$ cat src/hdl/fbfp_pkg.sv
// Types, constants and helpers for the file block frame parser.
package fbfp_pkg;

    localparam int BLOCK_MAX  = 1024;
    localparam int NAME_MAX   = 64;
    localparam int PREFIX_LEN = 12;
    localparam int MAX_DIGITS = 9;

    localparam int VAL_W    = 30;
    localparam int CNT_W    = $clog2(BLOCK_MAX + 1);
    localparam int NAME_W   = $clog2(NAME_MAX);
    localparam int PREFIX_W = $clog2(PREFIX_LEN + 1);
    localparam int DIGIT_W  = $clog2(MAX_DIGITS + 1);

    localparam logic [7:0] CHAR_COMMA = 8'h2C;
    localparam logic [7:0] CHAR_BELL  = 8'h07;
    localparam logic [7:0] CHAR_CR    = 8'h0D;

    typedef enum logic [1:0] {
        KIND_NAME    = 2'd0,
        KIND_DATA    = 2'd1,
        KIND_VERDICT = 2'd2,
        KIND_REJECT  = 2'd3
    } kind_t;

    typedef enum logic [3:0] {
        PH_PREFIX  = 4'd0,
        PH_NAME    = 4'd1,
        PH_COUNT   = 4'd2,
        PH_BLOCK   = 4'd3,
        PH_SIZE    = 4'd4,
        PH_DATA    = 4'd5,
        PH_CKHI    = 4'd6,
        PH_CKLO    = 4'd7,
        PH_DISCARD = 4'd8
    } phase_t;

    typedef struct packed {
        logic [7:0] byte_in;
        logic       line_end;
    } in_item_t;

    typedef struct packed {
        kind_t              kind;
        logic [7:0]         out_byte;
        logic [VAL_W-1:0]   block_number;
        logic [VAL_W-1:0]   file_size;
        logic [CNT_W-1:0]   byte_count;
        logic               checksum_ok;
        logic               file_missing;
        logic [7:0]         checksum_received;
    } out_item_t;

    // Expected character at each position of "FDFILEBLOCK,"
    function automatic logic [7:0] prefix_char(input logic [PREFIX_W-1:0] pos);
        logic [7:0] c;
        case (pos)
            4'd0:    c = 8'h46;
            4'd1:    c = 8'h44;
            4'd2:    c = 8'h46;
            4'd3:    c = 8'h49;
            4'd4:    c = 8'h4C;
            4'd5:    c = 8'h45;
            4'd6:    c = 8'h42;
            4'd7:    c = 8'h4C;
            4'd8:    c = 8'h4F;
            4'd9:    c = 8'h43;
            4'd10:   c = 8'h4B;
            4'd11:   c = CHAR_COMMA;
            default: c = 8'h00;
        endcase
        return c;
    endfunction

    // {valid, value} of one hex digit, either case
    function automatic logic [4:0] hex_decode(input logic [7:0] c);
        logic [4:0] r;
        r = 5'd0;
        if (c >= 8'h30 && c <= 8'h39)
            r = {1'b1, 4'(c - 8'h30)};
        else if (c >= 8'h41 && c <= 8'h46)
            r = {1'b1, 4'(c - 8'h37)};
        else if (c >= 8'h61 && c <= 8'h66)
            r = {1'b1, 4'(c - 8'h57)};
        return r;
    endfunction

endpackage

$ cat src/hdl/file_block_frame_parser_top.sv
// Top level: byte-at-a-time parser for one file block line.
//
//  channel   direction  handshake             payload
//  rx        in         rx_valid / rx_ready   rx_item  (in_item_t)
//  res       out        res_valid / res_ready res_item (out_item_t)
//
// One byte per cycle; the result (if any) appears in the result register
// the cycle after the byte is taken. rx_ready is low only while a result
// sits in the output register and res_ready is low. Reset (rst_n, async)
// puts the parser at the start of a line with the output register empty.
module file_block_frame_parser_top (
    input  logic                clk,
    input  logic                rst_n,
    input  logic                rx_valid,
    output logic                rx_ready,
    input  fbfp_pkg::in_item_t  rx_item,
    output logic                res_valid,
    input  logic                res_ready,
    output fbfp_pkg::out_item_t res_item
);
    import fbfp_pkg::*;

    phase_t                phase_reg,    phase_next;
    logic [PREFIX_W-1:0]   prefix_reg,   prefix_next;
    logic [NAME_W-1:0]     name_len_reg, name_len_next;
    logic [DIGIT_W-1:0]    digits_reg,   digits_next;
    logic [VAL_W-1:0]      count_reg,    count_next;
    logic [VAL_W-1:0]      block_reg,    block_next;
    logic [VAL_W-1:0]      size_reg,     size_next;
    logic [CNT_W-1:0]      left_reg,     left_next;
    logic [7:0]            sum_reg,      sum_next;
    logic [3:0]            ck_hi_reg,    ck_hi_next;
    logic                  res_valid_reg, res_valid_next;
    out_item_t             res_item_reg,  res_item_next;

    logic                  rx_fire;
    logic [7:0]            c;
    logic                  last;
    logic                  is_comma;
    logic                  is_digit;
    logic [4:0]            hex;
    logic                  name_full;
    logic [VAL_W-1:0]      num_acc;
    logic [VAL_W-1:0]      num_acc_next;
    logic                  num_bad;
    logic                  res_emit;
    out_item_t             res_new;
    logic [7:0]            ck_value;

    assign rx_ready = !res_valid_reg || res_ready;
    assign rx_fire  = rx_valid && rx_ready;
    assign c        = rx_item.byte_in;
    assign last     = rx_item.line_end;
    assign is_comma = (c == CHAR_COMMA);
    assign is_digit = (c >= 8'h30) && (c <= 8'h39);
    assign hex      = hex_decode(c);
    assign name_full = (name_len_reg >= NAME_W'(NAME_MAX - 1));
    assign ck_value = {ck_hi_reg, hex[3:0]};

    // The decimal field currently being read
    always_comb
    begin
        case (phase_reg)
            PH_COUNT: num_acc = count_reg;
            PH_BLOCK: num_acc = block_reg;
            default:  num_acc = size_reg;
        endcase
    end

    assign num_acc_next = (num_acc << 3) + (num_acc << 1) + VAL_W'(c - 8'h30);
    assign num_bad = is_comma ? (digits_reg == '0)
                              : (!is_digit || digits_reg >= DIGIT_W'(MAX_DIGITS));

    // Next state
    always_comb
    begin
        phase_next    = phase_reg;
        prefix_next   = prefix_reg;
        name_len_next = name_len_reg;
        digits_next   = digits_reg;
        count_next    = count_reg;
        block_next    = block_reg;
        size_next     = size_reg;
        left_next     = left_reg;
        sum_next      = sum_reg;
        ck_hi_next    = ck_hi_reg;
        if (rx_fire)
        begin
            if (phase_reg == PH_COUNT || phase_reg == PH_BLOCK || phase_reg == PH_SIZE)
            begin
                if (num_bad)
                    phase_next = PH_DISCARD;
                else if (is_comma)
                    digits_next = '0;
                else
                    digits_next = digits_reg + 1'b1;
            end
            case (phase_reg)
                PH_PREFIX:
                begin
                    if (prefix_reg < PREFIX_W'(PREFIX_LEN) && c == prefix_char(prefix_reg))
                    begin
                        prefix_next = prefix_reg + 1'b1;
                        if (prefix_reg == PREFIX_W'(PREFIX_LEN - 1))
                            phase_next = PH_NAME;
                    end
                    else
                        phase_next = PH_DISCARD;
                end
                PH_NAME:
                begin
                    if (is_comma)
                        phase_next = PH_COUNT;
                    else if (name_full)
                        phase_next = PH_DISCARD;
                    else
                        name_len_next = name_len_reg + 1'b1;
                end
                PH_COUNT:
                begin
                    if (!num_bad)
                    begin
                        if (!is_comma)
                            count_next = num_acc_next;
                        else if (count_reg > VAL_W'(BLOCK_MAX))
                            phase_next = PH_DISCARD;
                        else
                            phase_next = PH_BLOCK;
                    end
                end
                PH_BLOCK:
                begin
                    if (!num_bad)
                    begin
                        if (!is_comma)
                            block_next = num_acc_next;
                        else
                            phase_next = PH_SIZE;
                    end
                end
                PH_SIZE:
                begin
                    if (!num_bad)
                    begin
                        if (!is_comma)
                            size_next = num_acc_next;
                        else
                        begin
                            left_next  = count_reg[CNT_W-1:0];
                            phase_next = (count_reg == '0) ? PH_CKHI : PH_DATA;
                        end
                    end
                end
                PH_DATA:
                begin
                    sum_next  = sum_reg + c;
                    left_next = left_reg - 1'b1;
                    if (left_reg == CNT_W'(1))
                        phase_next = PH_CKHI;
                end
                PH_CKHI:
                begin
                    if (hex[4])
                    begin
                        ck_hi_next = hex[3:0];
                        phase_next = PH_CKLO;
                    end
                    else
                        phase_next = PH_DISCARD;
                end
                PH_CKLO:    phase_next = PH_DISCARD;
                PH_DISCARD: phase_next = PH_DISCARD;
                default:    phase_next = PH_DISCARD;
            endcase
            // Every line end restarts the parser
            if (last)
            begin
                phase_next    = PH_PREFIX;
                prefix_next   = '0;
                name_len_next = '0;
                digits_next   = '0;
                count_next    = '0;
                block_next    = '0;
                size_next     = '0;
                left_next     = '0;
                sum_next      = '0;
                ck_hi_next    = '0;
            end
        end
    end

    // Result for the byte on the input
    always_comb
    begin
        res_emit = 1'b0;
        res_new  = '0;
        if (last)
        begin
            res_emit = 1'b1;
            if (phase_reg == PH_CKLO && hex[4])
            begin
                res_new.kind              = KIND_VERDICT;
                res_new.block_number      = block_reg;
                res_new.file_size         = size_reg;
                res_new.byte_count        = count_reg[CNT_W-1:0];
                res_new.checksum_ok       = (sum_reg == ck_value);
                res_new.file_missing      = (name_len_reg == '0) && (count_reg == '0)
                                            && (size_reg == '0);
                res_new.checksum_received = ck_value;
            end
            else
                res_new.kind = KIND_REJECT;
        end
        else if (phase_reg == PH_NAME && !is_comma && !name_full)
        begin
            res_emit         = 1'b1;
            res_new.kind     = KIND_NAME;
            res_new.out_byte = c;
        end
        else if (phase_reg == PH_DATA)
        begin
            res_emit         = 1'b1;
            res_new.kind     = KIND_DATA;
            res_new.out_byte = (c == CHAR_BELL) ? CHAR_CR : c;
        end
    end

    always_comb
    begin
        res_valid_next = res_valid_reg && !res_ready;
        res_item_next  = res_item_reg;
        if (rx_fire)
        begin
            res_valid_next = res_emit;
            if (res_emit)
                res_item_next = res_new;
        end
    end

    always_ff @(posedge clk or negedge rst_n)
    begin
        if (!rst_n)
        begin
            phase_reg     <= PH_PREFIX;
            prefix_reg    <= '0;
            name_len_reg  <= '0;
            digits_reg    <= '0;
            count_reg     <= '0;
            block_reg     <= '0;
            size_reg      <= '0;
            left_reg      <= '0;
            sum_reg       <= '0;
            ck_hi_reg     <= '0;
            res_valid_reg <= 1'b0;
        end
        else
        begin
            phase_reg     <= phase_next;
            prefix_reg    <= prefix_next;
            name_len_reg  <= name_len_next;
            digits_reg    <= digits_next;
            count_reg     <= count_next;
            block_reg     <= block_next;
            size_reg      <= size_next;
            left_reg      <= left_next;
            sum_reg       <= sum_next;
            ck_hi_reg     <= ck_hi_next;
            res_valid_reg <= res_valid_next;
        end
    end

    always_ff @(posedge clk)
    begin
        res_item_reg <= res_item_next;
    end

    assign res_valid = res_valid_reg;
    assign res_item  = res_item_reg;

endmodule

$ cat config.mk
export PLATFORM = sky130hd
export DESIGN_NAME = file_block_frame_parser_top
export DESIGN_NICKNAME = d
export VERILOG_FILES = /design/src/hdl/fbfp_pkg.sv /design/src/hdl/file_block_frame_parser_top.sv
export SDC_FILE = /design/constraint.sdc
export NUM_CORES = 1
export LEC_CHECK = 0
export ABC_AREA = 1
export BUFFER_PORTS_ARGS = -buffer_cell sky130_fd_sc_hd__buf_2
export CORE_MARGIN = 5
export CORE_UTILIZATION = 62
export DETAILED_ROUTE_END_ITERATION = 8
export PLACE_DENSITY_LB_ADDON = 0.08
export SKIP_LAST_GASP = 1
export SYNTH_ARGS = -nofsm -noshare
export SYNTH_HDL_FRONTEND = slang
export SYNTH_SLANG_ARGS = --single-unit
$ cat constraint.sdc
create_clock -name clk -period 6.9 [get_ports clk]
set_input_delay 0 -clock clk [delete_from_list [all_inputs] [get_ports clk]]
set_output_delay 0 -clock clk [all_outputs]
set_load 0.01 [all_outputs]
==> flow_summary.toml, run 1 <==
[sta]
slew_violations = 0
rsz0062_at_grt = "false"
fin_tns_setup_ns = 0
finClkSkew_ns = 0.0127
hold_viol = 0
timing.final.ws_setup_ns = 1.83
fmax_mhz = 197
min_period_ns = 5.07
period_share = 0.735
tightest_slew_ns = 1.23
relSlewSlack = 0.178
setup_violations = 0

[cts]
clockBufferDepth = 3
numCtsBuffers = 23
root_buffer = "clkbuf_16"
h-tree-depth = 1
cts_tree = "built"
cts_sinks = 223
cts_setup_buffers = 0
clkLatencyLatePin_ns = 0.52
cts_resized = 0
path_clk_slew_ns = 0.07
cts_hold_buffers = 5

[final_layout]
layout_commonest_cell = "nand2_1"
area_delta_synth_final_pct = 10.5
largest_reg_flops = 91
nets = 1852
nFillCells = 1824
final_cell_mix = "nand2_1 (293), inv_1 (247), nor2_1 (212), dfrtp_1 (132), o21ai_0 (118)"
antenna_cells = 0
drive_gt1_frac = 0.122
multi_input_comb_area_um2 = 6430
final-seq-area_um2 = 6040

[run]
max_cap_violations = 0

[floorplan]
die_w_um = 159
dieArea_um2 = 25200
design.core.area_um2 = 21800
fp.dieH_um = 159
pin_count = 106
start_util = 0.628
row_count = 54

[routing]
drt_iter0_markers = 994
vias = 12000
drc = 0
antenna_left = 0
vias_per_cell = 5.87
routed_wl_um = 39000
drt_first_pass_iters = 7
wl_per_cell_um = 19.1

[worst_setup_path]
slowest_delay_ns = 0.78
cp_slowest_cell = "clkinv_1"
end_kind = "flop"
path_cells = "nor2_2, nand3_2, clkinv_1, a221oi_1, inv_1, fa_1, fa_1, inv_1, nand3_1, nand2_1, a21oi_1, o21ai_0, o21ai_0, a21oi_1, nand2_1, o21ai_0"
crit_fanout = 17
critPathLaunchType = "flop"
crit_top_cell = "o21ai_0"
crit_cells = 16
crit_buf_inv = 3
required_ns = 7.33
r2r_cells = 16
crit_type = "flop to flop"
arrival_ns = 5.50
cp_top_family = "compound AO/OA/AOI/OAI gates"

[logic_synthesis]
yosys.cell_types.count = 57
synth_top_area_cell = "dfrtp_1"
yosys-top-cells-area = "dfrtp_1 (24%), edfxtp_1 (20%), nand2_1 (8.1%)"
syn-mean-instance-area_um2 = 8.29
async_reset_ff_frac = 0.592
syn_nets = 1754
syn-cell-area_um2 = 13700
synthCells = 1653
ys_warn_count = 0
synth_edf_count = 91
synth_seq_cells = 223
ys_seq_area_frac = 0.440
ys.flop_type = "dfrtp_1"
synth_top_area_share = 0.241

[placed_design]
gp_congestion = 0.956
port_buffers = 105
dpl.hpwl_um = 28700
post-place-ws_ns = 1.97

[power]
power.switching_w = 0.00233
peakVddDrop_v = 0.000236
p_sw_frac = 0.431
p_leak_nw = 7.09
power_density_nw_per_um2 = 357
p_int_w = 0.00308
power_frac_clock = 0.226
share_seq_of_total_power = 0.329
pwr-share-comb = 0.445

[global_route]
overflow = 0
met1_usage = 0.426
grt_pass1_vias = 11600
track_usage = 0.303
grtUsageMet3 = 0.0492
antenna_found_initial = 0
grtUsageMet2 = 0.486
busiest_layer = "met2"
grt_pass1_wl_um = 62800
grt_max_degree = 92

[worst_hold_path]
hp-class = "primary input to flop"
min_path_cells = 3

[run_status]
status = "complete, no violations"
==> worst min-delay path, cell delays in order <==
cell,delay [ns]
buf_2,0.17
inv_1,0.14
nor2_1,0.06
==> cell families after synthesis <==
kind of cell | count (synthesis) | synth area share
flip-flops | 223 | 0.440
AND/OR/NAND/NOR | 698 | 0.222
XOR/XNOR | 27 | 0.0172
AO/OA/AOI/OAI | 317 | 0.139
adder cells (fa/ha/maj) | 88 | 0.0891
buffers and inverters | 300 | 0.0917
==> synthesized netlist by cell type (all sizes together), types with 9 or more instances <==
cell type	instances
nand2	308
inv	253
nor2	218
o21ai	166
dfrtp	132
edfxtp	91
a21oi	78
ha	72
nand3	72
nand4	61
buf	38
nor3	27
o22ai	21
xnor2	19
fa	16
a21o	15
o221ai	9
==> worst paths after layout <==
kind / from / endpoint / slack, ns
min reg2reg: block_reg[29]$_DFFE_PN0P_ / block_reg[29]$_DFFE_PN0P_ / 0.48
max: phase_reg[3]$_DFFE_PN0P_ / size_reg[12]$_DFFE_PN0P_ / 1.83
max reg2reg: phase_reg[3]$_DFFE_PN0P_ / size_reg[12]$_DFFE_PN0P_ / 1.83
max in group asynchronous: rst_n / block_reg[19]$_DFFE_PN0P_ / 5.50
min in group asynchronous: rst_n / sum_reg[5]$_DFFE_PN0P_ / 0.03
min: rx_item[7] / res_item[87]$_SDFFCE_PP0P_ / 0.02
==> metrics by stage <==
stage                util  instances  total power [W]  instance area, um2  hold slack [ns]
global placement    0.658       2001          0.00411               14400           0.0317
finish              0.694       2047          0.00541               15100           0.0182
global route        0.694       2047          0.00578               15100           0.0285
floorplan               -       1653          0.00346               13700           -0.296
CTS                 0.694       2047          0.00537               15100         0.000290
detailed placement  0.658       2001          0.00415               14400           0.0293
==> power groups by stage <==
stage                     logic (W)  registers (W)  clock network [W]
after CTS                   0.00237        0.00178            0.00123
after global placement      0.00232        0.00179                  0
final                       0.00240        0.00178            0.00122
after global routing        0.00269        0.00180            0.00129
after detailed placement    0.00235        0.00180                  0
after floorplan             0.00170        0.00176                  0
==> layer usage <==
layer  wire [um]  part of all wire
met4        1290             0.033
met5           0                 0
met3        2830             0.072
met1       16800              0.43
met2       18100              0.46
==> layout make-up <==
cell class              count  area share
clock buffers              33      0.0431
clock inverters             8     0.00496
inverters                 255      0.0637
multi-input cells        1130       0.424
flip-flops and latches    223       0.398
well taps                 280      0.0231
repair buffers            118      0.0424
Power figures use the tool's default switching activity.
==> run 2: changes to the inputs <==
CORE_UTILIZATION = 61   (was 62)
clock period = 5.3 ns   (was 6.9 ns; I/O delays follow)
==> flow_summary.toml, run 2 (synthesis gave the netlist of run 1 again) <==
[run_status]
status = "complete, no violations"

[power]
p_leak_nw = 7.15
power_density_nw_per_um2 = 465
peakVddDrop_v = 0.000299

[final_layout]
largest_reg_flops = 91
drive_gt1_frac = 0.127
layoutNonFillerInstCount = 2054
final_cell_mix = "nand2_1 (293), inv_1 (247), nor2_1 (212), dfrtp_1 (132), o21ai_0 (118)"
layout_commonest_cell = "nand2_1"
area_delta_synth_final_pct = 11.1
antenna_cells = 0
nets = 1859
design_area_um2 = 15200

[sta]
rsz0062_at_grt = "false"
slew_violations = 0
min_period_ns = 4.71
tightest_slew_ns = 1.19
setup_violations = 0
fin_tns_setup_ns = 0
fmax_mhz = 212
period_share = 0.889
relSlewSlack = 0.205
finClkSkew_ns = 0.0195
hold_viol = 0

[floorplan]
row_count = 54
pin_count = 106
die_w_um = 160
fp.dieH_um = 160
design.core.area_um2 = 22000
dieArea_um2 = 25600
start_util = 0.624

[routing]
antenna_left = 0
drt_iter0_markers = 998
vias_per_cell = 5.80
drc = 0
wl_per_cell_um = 18.7
routed_wl_um = 38500
drt_first_pass_iters = 5
vias = 11900

[global_route]
track_usage = 0.295
grt_pass1_vias = 11300
overflow = 0
grt_pass1_wl_um = 61200
antenna_found_initial = 0
grt_max_degree = 92

[run]
max_cap_violations = 0

[worst_hold_path]
hp-class = "primary input to flop"

[placed_design]
dpl.hpwl_um = 28600
dpl_cell_area_um2 = 14400
gp_congestion = 0.997
port_buffers = 105
dpl.cell_count = 2008

[worst_setup_path]
end_kind = "flop"
critPathLaunchType = "flop"
r2r_slack_ns = 0.59
required_ns = 5.72
crit_fanout = 20
crit_type = "flop to flop"
arrival_ns = 5.13

[cts]
root_buffer = "clkbuf_16"
clkLatencyLatePin_ns = 0.52
h-tree-depth = 1
clockBufferDepth = 3
numCtsBuffers = 23
cts_setup_buffers = 0
cts_sinks = 223
cts_tree = "built"
path_clk_slew_ns = 0.07
[run 2: changes by cell type in the layout (fill, tap and decap cells not counted), sizes merged]
cell	delta
inv	+2
buf	+7
bufinv	+1
clkinvlp	-2
clkbuf	-1
[run 2: area by class of cell]
class | count | area (um2)
inverters | 255 | 965
flip-flops and latches | 223 | 6040
clock inverters | 9 | 98.8
multi-input cells | 1130 | 6430
clock buffers | 32 | 659
repair buffers | 125 | 694
well taps | 280 | 350
fillers | 1773 | 6730
[run 2: path summary, 6_finish.rpt]
kind / start / to / depth (start not counted)
max reg2reg: phase_reg[3]$_DFFE_PN0P_ / size_reg[12]$_DFFE_PN0P_ / 17
min reg2reg: count_reg[27]$_DFFE_PN0P_ / count_reg[27]$_DFFE_PN0P_ / 2
max: phase_reg[3]$_DFFE_PN0P_ / size_reg[12]$_DFFE_PN0P_ / 17
min in group asynchronous: rst_n / ck_hi_reg[0]$_DFFE_PN0P_ / 2
max in group asynchronous: rst_n / count_reg[29]$_DFFE_PN0P_ / 3
min: rx_item[1] / sum_reg[0]$_DFFE_PN0P_ / 3
[run 2: per-layer routing]
layer | vias to the layer above | track usage | part of all wire
met5 | - | 0 | 0
met4 | 0 | 0.102 | 0.039
met3 | 90 | 0.0438 | 0.069
met2 | 484 | 0.461 | 0.45
met1 | 5636 | 0.426 | 0.44
li1 | 5711 | - | -
[run 2: critical path, stage by stage (launching register included)]
cell and delay (ns):
dfrtp_1 0.43, nor2_2 0.24, nand2_1 0.33, inv_2 0.49, nor2_1 0.09, a221oi_1 0.40
inv_1 0.14, fa_1 0.53, fa_1 0.42, inv_1 0.13, nand3_1 0.08, nand2_1 0.15
a21oi_1 0.10, o21ai_0 0.41, o21ai_0 0.15, a21oi_1 0.31, nand2_1 0.11, o21ai_0 0.10
[run 2: what timing repair did]
item,in CTS,in global routing
gates resized for setup,0,0
hold buffers,5,0
hold endpoints to repair,87,0
[run 2: report_power, final]
part	switching, W	internal [W]
Combinational	0.00214	0.000980
Sequential	0.000203	0.00212
Clock	0.000676	0.000965
Total	0.00301	0.00406
[run 2: through the flow]
| stage | hold WS (ns) | worst slack (ns) | total power [W] | utilization |
|---|---|---|---|---|
| global placement | 0.0924 | 0.794 | 0.00536 | 0.657 |
| finish | 0.0211 | 0.589 | 0.00708 | 0.694 |
| CTS | 0.00349 | 0.657 | 0.00705 | 0.694 |
| floorplan | -0.296 | 1.74 | 0.00450 | - |
| detailed placement | 0.0948 | 0.685 | 0.00540 | 0.657 |
| global route | 0.0439 | 0.267 | 0.00757 | 0.694 |
